==> src/assert_macros.svh <==
// assertion helpers shared by the rtl
`ifndef ASSERT_MACROS_SVH
`define ASSERT_MACROS_SVH

`ifndef ASSERT_OFF
`define ASSERT_ALWAYS(lbl, clk, rstn, prop) \
  lbl: assert property (@(posedge clk) disable iff (!rstn) (prop)) \
    else $error("%m: assertion failed");
`define ASSERT_NEVER(lbl, clk, rstn, prop) \
  lbl: assert property (@(posedge clk) disable iff (!rstn) !(prop)) \
    else $error("%m: forbidden condition seen");
`else
`define ASSERT_ALWAYS(lbl, clk, rstn, prop)
`define ASSERT_NEVER(lbl, clk, rstn, prop)
`endif

`endif

==> src/cesu_pkg.sv <==
`default_nettype none

package cesu_pkg;

  localparam int unsigned CESU_QUEUE_DEPTH = 4;

  // one decoded sequence: up to four output bytes, sent data[0] first
  typedef struct packed {
    logic [3:0][7:0] data;
    logic [1:0]      nbytes_m1;
    logic            last;
    logic            err;
  } cesu_cmd_t;

endpackage

`default_nettype wire

==> src/cesu_front.sv <==
`default_nettype none
`include "assert_macros.svh"

module cesu_front
  import cesu_pkg::*;
(
  input  wire logic      clk_i,
  input  wire logic      rst_ni,
  input  wire logic      accept_i,
  input  wire logic [7:0] in_byte_i,
  input  wire logic      in_last_i,
  output logic           emit_o,
  output cesu_cmd_t      cmd_o
);

  localparam logic [7:0]  ASCII_MAX = 8'h7F;
  localparam logic [7:0]  LEAD2_MAX = 8'hDF;
  localparam logic [7:0]  LEAD3_MAX = 8'hEF;
  localparam logic [7:0]  LEAD4     = 8'hF0;
  localparam logic [2:0]  LEN_NONE  = 3'd0;
  localparam logic [2:0]  LEN2      = 3'd2;
  localparam logic [2:0]  LEN3      = 3'd3;
  localparam logic [2:0]  LEN4      = 3'd4;
  localparam logic [2:0]  PAIR_LEN  = 3'd6;
  localparam logic [20:0] SUPP_BASE = 21'h10000;

  logic [7:0] held_q [5];
  logic [2:0] cnt_q, cnt_d;
  logic [2:0] exp_q, exp_d;
  logic       pair_q, pair_d;
  logic       drop_q, drop_d;

  logic        held_we;
  logic [2:0]  held_wa;
  logic        fail, clr, emit;
  logic [2:0]  need;
  logic [9:0]  c1_lo, c2_lo;
  logic [20:0] cp;
  logic        hi_sur, lo_sur;
  cesu_cmd_t   cmd;

  always_comb begin
    drop_d  = drop_q;
    cnt_d   = cnt_q;
    exp_d   = exp_q;
    pair_d  = pair_q;
    held_we = 1'b0;
    held_wa = cnt_q;
    fail    = 1'b0;
    clr     = 1'b0;
    emit    = 1'b0;
    cmd     = '0;
    need    = pair_q ? PAIR_LEN : exp_q;
    c1_lo   = {held_q[1][3:0], held_q[2][5:0]};
    c2_lo   = {held_q[4][3:0], in_byte_i[5:0]};
    cp      = SUPP_BASE + {1'b0, c1_lo, c2_lo};
    hi_sur  = (held_q[0][3:0] == 4'hD) && (held_q[1][5:4] == 2'b10);
    lo_sur  = (held_q[3][3:0] == 4'hD) && (held_q[4][5:4] == 2'b11);

    if (drop_q) begin
      drop_d = !in_last_i;
    end else if (cnt_q == 3'd0) begin
      if (in_byte_i <= ASCII_MAX) begin
        emit          = 1'b1;
        cmd.data[0]   = in_byte_i;
        cmd.nbytes_m1 = 2'd0;
        cmd.last      = in_last_i;
      end else if (in_byte_i <= LEAD3_MAX || in_byte_i == LEAD4) begin
        if (in_byte_i <= LEAD2_MAX) begin
          exp_d = LEN2;
        end else if (in_byte_i <= LEAD3_MAX) begin
          exp_d = LEN3;
        end else begin
          exp_d = LEN4;
        end
        held_we = 1'b1;
        held_wa = 3'd0;
        cnt_d   = 3'd1;
        fail    = in_last_i;
      end else begin
        fail = 1'b1;
      end
    end else if (exp_q == LEN3 && cnt_q != 3'd3 && in_byte_i[7:6] != 2'b10) begin
      fail = 1'b1;
    end else if (cnt_q + 3'd1 < need) begin
      held_we = 1'b1;
      cnt_d   = cnt_q + 3'd1;
      fail    = in_last_i;
    end else begin
      unique case (exp_q)
        LEN2: begin
          emit          = 1'b1;
          cmd.data[0]   = held_q[0];
          cmd.data[1]   = in_byte_i;
          cmd.nbytes_m1 = 2'd1;
          cmd.last      = in_last_i;
          clr           = 1'b1;
        end
        LEN4: begin
          emit          = 1'b1;
          cmd.data[0]   = held_q[0];
          cmd.data[1]   = held_q[1];
          cmd.data[2]   = held_q[2];
          cmd.data[3]   = in_byte_i;
          cmd.nbytes_m1 = 2'd3;
          cmd.last      = in_last_i;
          clr           = 1'b1;
        end
        default: begin
          if (!pair_q) begin
            if (hi_sur) begin
              // high surrogate: keep it and wait for the low half
              pair_d  = 1'b1;
              held_we = 1'b1;
              held_wa = 3'd2;
              cnt_d   = 3'd3;
              fail    = in_last_i;
            end else begin
              emit          = 1'b1;
              cmd.data[0]   = held_q[0];
              cmd.data[1]   = held_q[1];
              cmd.data[2]   = in_byte_i;
              cmd.nbytes_m1 = 2'd2;
              cmd.last      = in_last_i;
              clr           = 1'b1;
            end
          end else if (!lo_sur) begin
            fail = 1'b1;
          end else begin
            emit          = 1'b1;
            cmd.data[0]   = {5'b11110, cp[20:18]};
            cmd.data[1]   = {2'b10, cp[17:12]};
            cmd.data[2]   = {2'b10, cp[11:6]};
            cmd.data[3]   = {2'b10, cp[5:0]};
            cmd.nbytes_m1 = 2'd3;
            cmd.last      = in_last_i;
            clr           = 1'b1;
          end
        end
      endcase
    end

    if (fail) begin
      clr           = 1'b1;
      drop_d        = !in_last_i;
      emit          = 1'b1;
      cmd           = '0;
      cmd.nbytes_m1 = 2'd0;
      cmd.last      = 1'b1;
      cmd.err       = 1'b1;
    end

    if (clr) begin
      cnt_d  = 3'd0;
      exp_d  = LEN_NONE;
      pair_d = 1'b0;
    end
  end

  always_ff @(posedge clk_i or negedge rst_ni) begin
    if (!rst_ni) begin
      cnt_q  <= 3'd0;
      exp_q  <= LEN_NONE;
      pair_q <= 1'b0;
      drop_q <= 1'b0;
    end else if (accept_i) begin
      cnt_q  <= cnt_d;
      exp_q  <= exp_d;
      pair_q <= pair_d;
      drop_q <= drop_d;
    end
  end

  always_ff @(posedge clk_i) begin
    if (accept_i && held_we) begin
      held_q[held_wa] <= in_byte_i;
    end
  end

  assign emit_o = accept_i && emit;
  assign cmd_o  = cmd;

  `ASSERT_ALWAYS(a_drop_no_seq, clk_i, rst_ni, drop_q |-> (cnt_q == 3'd0))
  `ASSERT_ALWAYS(a_pair_in_len3, clk_i, rst_ni, pair_q |-> (exp_q == LEN3 && cnt_q >= 3'd3))
  `ASSERT_ALWAYS(a_cnt_bound, clk_i, rst_ni, cnt_q <= 3'd5)

endmodule

`default_nettype wire

==> src/cesu_fifo.sv <==
`default_nettype none
`include "assert_macros.svh"

module cesu_fifo
  import cesu_pkg::*;
#(
  parameter int unsigned Depth = CESU_QUEUE_DEPTH
) (
  input  wire logic clk_i,
  input  wire logic rst_ni,
  input  wire logic push_i,
  input  cesu_cmd_t push_cmd_i,
  output logic      full_o,
  input  wire logic pop_i,
  output logic      valid_o,
  output cesu_cmd_t head_o
);

  localparam int unsigned AW = (Depth > 1) ? $clog2(Depth) : 1;
  localparam int unsigned CW = $clog2(Depth + 1);

  cesu_cmd_t       mem_q [Depth];
  logic [AW-1:0]   wr_q, rd_q;
  logic [CW-1:0]   count_q;

  function automatic logic [AW-1:0] bump(input logic [AW-1:0] p);
    bump = (p == AW'(Depth - 1)) ? '0 : p + AW'(1);
  endfunction

  assign full_o  = (count_q == CW'(Depth));
  assign valid_o = (count_q != '0);
  assign head_o  = mem_q[rd_q];

  always_ff @(posedge clk_i or negedge rst_ni) begin
    if (!rst_ni) begin
      wr_q    <= '0;
      rd_q    <= '0;
      count_q <= '0;
    end else begin
      if (push_i) begin
        wr_q <= bump(wr_q);
      end
      if (pop_i) begin
        rd_q <= bump(rd_q);
      end
      if (push_i && !pop_i) begin
        count_q <= count_q + CW'(1);
      end else if (!push_i && pop_i) begin
        count_q <= count_q - CW'(1);
      end
    end
  end

  always_ff @(posedge clk_i) begin
    if (push_i) begin
      mem_q[wr_q] <= push_cmd_i;
    end
  end

  `ASSERT_NEVER(a_push_full, clk_i, rst_ni, push_i && full_o)
  `ASSERT_NEVER(a_pop_empty, clk_i, rst_ni, pop_i && !valid_o)
  `ASSERT_ALWAYS(a_count_bound, clk_i, rst_ni, count_q <= CW'(Depth))

endmodule

`default_nettype wire

==> src/cesu_back.sv <==
`default_nettype none

module cesu_back
  import cesu_pkg::*;
(
  input  wire logic clk_i,
  input  wire logic rst_ni,
  input  wire logic cmd_valid_i,
  input  cesu_cmd_t cmd_i,
  output logic      pop_o,
  output logic      out_valid_o,
  input  wire logic out_ready_i,
  output logic [7:0] out_byte_o,
  output logic      out_last_o,
  output logic      error_o
);

  logic [1:0] idx_q;
  logic       valid_q;
  logic [7:0] byte_q;
  logic       last_q, err_q;
  logic       adv, at_end;

  // output slot free and a sequence waiting
  assign adv    = cmd_valid_i && (!valid_q || out_ready_i);
  assign at_end = (idx_q == cmd_i.nbytes_m1);
  assign pop_o  = adv && at_end;

  always_ff @(posedge clk_i or negedge rst_ni) begin
    if (!rst_ni) begin
      valid_q <= 1'b0;
      idx_q   <= 2'd0;
    end else if (adv) begin
      valid_q <= 1'b1;
      idx_q   <= at_end ? 2'd0 : idx_q + 2'd1;
    end else if (out_ready_i) begin
      valid_q <= 1'b0;
    end
  end

  always_ff @(posedge clk_i) begin
    if (adv) begin
      byte_q <= cmd_i.data[idx_q];
      last_q <= cmd_i.last && at_end;
      err_q  <= cmd_i.err;
    end
  end

  assign out_valid_o = valid_q;
  assign out_byte_o  = byte_q;
  assign out_last_o  = last_q;
  assign error_o     = err_q;

endmodule

`default_nettype wire

==> src/cesu8_to_utf8_transcoder.sv <==
// one input byte per cycle while the decode queue has room; up to one output byte per cycle
// a sequence is decoded in the cycle its final byte is accepted; its first output byte
// is queued at that edge, then loaded into the output register when the slot is free
// a decode queue (QueueDepth entries) holds sequences of up to four output bytes each
// reset is asynchronous active low and clears sequence state, queue and output valid
`default_nettype none

module cesu8_to_utf8_transcoder
  import cesu_pkg::*;
#(
  parameter int unsigned QueueDepth = CESU_QUEUE_DEPTH
) (
  input  wire logic       clk_i,
  input  wire logic       rst_ni,
  input  wire logic       in_valid_i,
  output logic            in_ready_o,
  input  wire logic [7:0] in_byte_i,
  input  wire logic       in_last_i,
  output logic            out_valid_o,
  input  wire logic       out_ready_i,
  output logic [7:0]      out_byte_o,
  output logic            out_last_o,
  output logic            error_o
);

  logic      accept, emit, full, pop, cmd_valid;
  cesu_cmd_t cmd, head;

  assign in_ready_o = !full;
  assign accept     = in_valid_i && in_ready_o;

  cesu_front u_front (
    .clk_i     (clk_i),
    .rst_ni    (rst_ni),
    .accept_i  (accept),
    .in_byte_i (in_byte_i),
    .in_last_i (in_last_i),
    .emit_o    (emit),
    .cmd_o     (cmd)
  );

  cesu_fifo #(
    .Depth (QueueDepth)
  ) u_fifo (
    .clk_i      (clk_i),
    .rst_ni     (rst_ni),
    .push_i     (emit),
    .push_cmd_i (cmd),
    .full_o     (full),
    .pop_i      (pop),
    .valid_o    (cmd_valid),
    .head_o     (head)
  );

  cesu_back u_back (
    .clk_i       (clk_i),
    .rst_ni      (rst_ni),
    .cmd_valid_i (cmd_valid),
    .cmd_i       (head),
    .pop_o       (pop),
    .out_valid_o (out_valid_o),
    .out_ready_i (out_ready_i),
    .out_byte_o  (out_byte_o),
    .out_last_o  (out_last_o),
    .error_o     (error_o)
  );

endmodule

`default_nettype wire

==> config.mk <==
export PLATFORM = sky130hd
export DESIGN_NAME = cesu8_to_utf8_transcoder
export DESIGN_NICKNAME = d
export VERILOG_FILES = /design/src/cesu_pkg.sv /design/src/cesu_front.sv /design/src/cesu_fifo.sv /design/src/cesu_back.sv /design/src/cesu8_to_utf8_transcoder.sv
export VERILOG_INCLUDE_DIRS = /design/src /design/src/src
export SDC_FILE = /design/constraint.sdc
export NUM_CORES = 1
export LEC_CHECK = 0
export BUFFER_PORTS_ARGS = -buffer_cell sky130_fd_sc_hd__buf_4
export CAP_MARGIN = 20
export CORE_ASPECT_RATIO = 1.5
export CORE_MARGIN = 2
export CORE_UTILIZATION = 56
export DETAILED_ROUTE_END_ITERATION = 8
export HOLD_SLACK_MARGIN = 0.05
export PLACE_DENSITY = 0.84
export RECOVER_POWER = 100
export SLEW_MARGIN = 20
export SYNTH_ARGS = -nofsm -noshare
export SYNTH_HDL_FRONTEND = slang
export SYNTH_SLANG_ARGS = --single-unit
==> constraint.sdc <==
create_clock -name clk_i -period 3.5 [get_ports clk_i]
set_input_delay 0.175 -clock clk_i [delete_from_list [all_inputs] [get_ports clk_i]]
set_output_delay 0.175 -clock clk_i [all_outputs]
set_load 0.005 [all_outputs]
==> results.toml <==
[outcome]
status = "finished, final reports clean"

[setup_path]
crit_slowest_cell = "fa_1"
worstPathCellList = "buf_4, inv_1, ha_1, ha_1, nor4bb_2, o21ba_4, or3_4, a21oi_4, a21oi_4, ha_2, inv_2, fa_1, xor2_1, nor2_1, xor2_1"
crit_type = "reg2reg"
r2r_end = "u_fifo.count_q[2]$_DFFE_PN0P_"
reg2reg_depth = 15
r2r_slack_ps = 150
cp.required_ps = 3890
slowest_delay_ps = 430
arrival_ps = 3740
critical_path.top_delay_family = "adder cells"
crit_buf_inv = 3
worstSetupStartpointType = "flop"
end_kind = "flop"
crit_fanout = 6
r2r-start = "u_front.cnt_q[0]$_DFFE_PN0P_"

[placement]
portBuffers = 24
dp_hpwl_mm = 11.6
gp_congestion = 0.931
post-place-cells = 747
place_ws_ps = -34.5

[finish]
fin_cells = 792
drive_gt1_frac = 0.236
antenna_cells = 0
syn_to_final_growth_pct = 15.1
nNetsFinal = 603
final_util = 0.654

[clocking]
insertion_delay_ps = 470
cts_buffer_depth = 3
clk_pin_slew_worst_paths_ps = 70
cts_setup_buffers = 0
cts_buffers = 19
cts_htree_levels = 1
clock_sinks = 206
cts_root_buffer = "clkbuf_16"
cts_tree = "done"

[route]
drt_wl_total_mm = 18.6
vias = 5088
drc_errors = 0
final_antenna_net_count = 0
via_per_inst = 6.42
drtPass1Iterations = 5
avgRoutedWirePerCell_um = 23.4
drt_iter0_drc = 462

[timing]
slew_headroom = 0.0971
fin_skew_ps = 10.5
hold_ws_ps = 199
rsz0062_at_grt = "yes"
fmax_mhz = 298
tightest_slew_ps = 1350
drv_slew = 0
setup_violations = 0
setup_slack_ps = 148
hold_violations = 0
finalCritPeriodShare = 0.958
period_needed_ps = 3350

[logic_synthesis]
yosysWarnings = 0
synth_top_cells_by_area = "edfxtp_1, mux4_2, dfrtp_1, ha_1, nor2_1"
synth_top_family_by_area = "multiplexers"
synth-edff-count = 188
synth_simple_gate_area_share = 0.0713
avgSynthCellArea_sq_um = 17.0
synthXorXnorAreaFrac = 0.00696
synth_ff_type = "edfxtp_1"
syn-num-nets = 545
post_synth_mux_area_share = 0.120
synthCells = 519
yosysSeqAreaShare = 0.692
synth_top_area_frac = 0.641
synth-compound-area-share = 0.0726
netlist_area_sq_um = 8800
ys_seq_elements = 206
synth_top_area_cell = "edfxtp_1"
ys_types = 60
synth_async_sr_flop_share = 0.0874
synth_fa_ha_area_frac = 0.0193

[grt]
grt_pass1_wl_mm = 29.4
grt_pass1_vias = 5375
grt_usage = 0.232
grt_antenna_before_repair = 0
overflow = 0
grt_max_degree = 38

[die]
fp.dieArea_sq_um = 16800
die_h_um = 158
fp.dieW_um = 106
top_level_ports = 25
start_util = 0.569
core-area_sq_um = 15500
rows = 56

[pwr]
ir_drop_v = 0.000632
power_leakage_nw = 3.42
power_density_nw_per_um2 = 896

[min_path]
worstHoldPathType = "in2reg"
hold_path_depth = 3
min_to = "u_fifo.mem_q[3][1]$_DFFE_PP_"
hp-start = "in_last_i"

[job]
max_cap_violations = 0
## sequential cells by signal, indices dropped and copies added, names as in the netlist
signal              cells
u_fifo.rd_q             2
u_back.out_last_o       1
u_back.error_o          1
u_front.exp_q           3
u_back.idx_q            2
u_fifo.count_q          3
u_front.drop_q          1
u_front.pair_q          1
u_back.out_byte_o       8
u_back.out_valid_o      1
u_fifo.mem_q          144
u_front.held_q         34
u_front.cnt_q           3
u_fifo.wr_q             2
## synth_stat cells, drive strengths merged (6+ instances only)
| master | n |
|---|---|
| a211oi | 8 |
| a21oi | 22 |
| a221oi | 6 |
| a22oi | 16 |
| and2 | 12 |
| buf | 8 |
| clkbuf | 14 |
| dfrtp | 18 |
| edfxtp | 188 |
| ha | 12 |
| inv | 14 |
| mux4 | 44 |
| nand2 | 21 |
| nand2b | 7 |
| nand3 | 8 |
| nor2 | 34 |
| nor3 | 6 |
| o21ai | 17 |
## layout by cell type (no fill, tap or decap), types with 5 or more instances in the layout
cell / synthesis / routed
edfxtp_1: 188 / 188
mux4_2: 44 / 44
nor2_1: 34 / 34
nand2_1: 21 / 21
buf_4: 2 / 21
a21oi_1: 21 / 20
clkbuf_16: 0 / 19
dfrtp_1: 18 / 17
o21ai_0: 17 / 16
a22oi_1: 16 / 16
inv_1: 14 / 13
dlygate4sd3_1: 0 / 12
clkbuf_4: 0 / 12
ha_1: 12 / 11
clkbuf_1: 14 / 9
nand3_1: 8 / 8
nand2b_1: 7 / 7
a211oi_1: 8 / 7
and2_1: 12 / 7
a221oi_1: 6 / 6
nor3_1: 5 / 5
clkinv_1: 0 / 5
## area by class of cell
type	instances	area (sq um)
clock inverter	14	159
clock buffer	19	475
sequential	206	6100
timing repair buffer	59	487
tap	203	254
inverter	14	52.6
fill	986	5350
multi-input combinational	277	2610
## repair_timing
action | in CTS | in global routing
endpoints found under the setup margin | 1 | 42
hold endpoints to repair | 55 | 0
gates resized for setup | 1 | 11
pin swaps | 0 | 3
hold buffers | 12 | 0
## metal layers
metal | vias to the layer above | global-route usage | wire length, um
met4 | 0 | 0.0821 | 490
met2 | 256 | 0.424 | 10300
met5 | - | 0 | 0
met3 | 38 | 0.0296 | 1070
li1 | 2212 | - | -
met1 | 2582 | 0.283 | 6710
## worst max-delay path by stage
stage	start	to	slack, ps	depth (start not counted)
finish	u_front.cnt_q[0]$_DFFE_PN0P_	u_fifo.count_q[2]$_DFFE_PN0P_	150	15
global route	u_front.cnt_q[1]$_DFFE_PN0P_	u_fifo.count_q[2]$_DFFE_PN0P_	-50	15
CTS	u_front.cnt_q[1]$_DFFE_PN0P_	u_fifo.count_q[1]$_DFFE_PN0P_	6	13
detailed placement	u_front.cnt_q[1]$_DFFE_PN0P_	u_fifo.count_q[2]$_DFFE_PN0P_	-30	15
global placement	u_front.cnt_q[1]$_DFFE_PN0P_	u_fifo.count_q[2]$_DFFE_PN0P_	110	15
floorplan	u_front.cnt_q[0]$_DFFE_PN0P_	u_fifo.count_q[2]$_DFFE_PN0P_	30	16
## kinds of logic (layout without fill, tap and decap cells)
kind of cell	count (synthesis)	in the layout
AOI/OAI and AO/OA	94	94
xor gates and xnor gates	7	7
adders and majority gates	13	13
buffers and inverters	36	106
DFF	206	206
muxes	49	49
and+or+nand+nor	114	114
## where the power goes
part	switching (mW)	internal (mW)
logic	1.90	1.43
registers	0.222	3.44
clock network	0.868	1.22
total	2.99	6.09
## worst min-delay path, cell delays in order
cell and delay, ps:
buf_4 120, o21ai_0 70, a21oi_1 110
## stage by stage
stage / total power [mW] / setup TNS, ps / area [sq um]
6_report: 9.08 / 0 / 10100
3_3_place_gp: 6.70 / 0 / 9360
5_1_grt: 9.51 / -54.5 / 10100
3_5_place_dp: 6.87 / -34.5 / 9360
4_1_cts: 9.02 / 0 / 10100
2_1_floorplan: 5.86 / 0 / 8810
No activity file was read; power rests on OpenSTA's default activity.
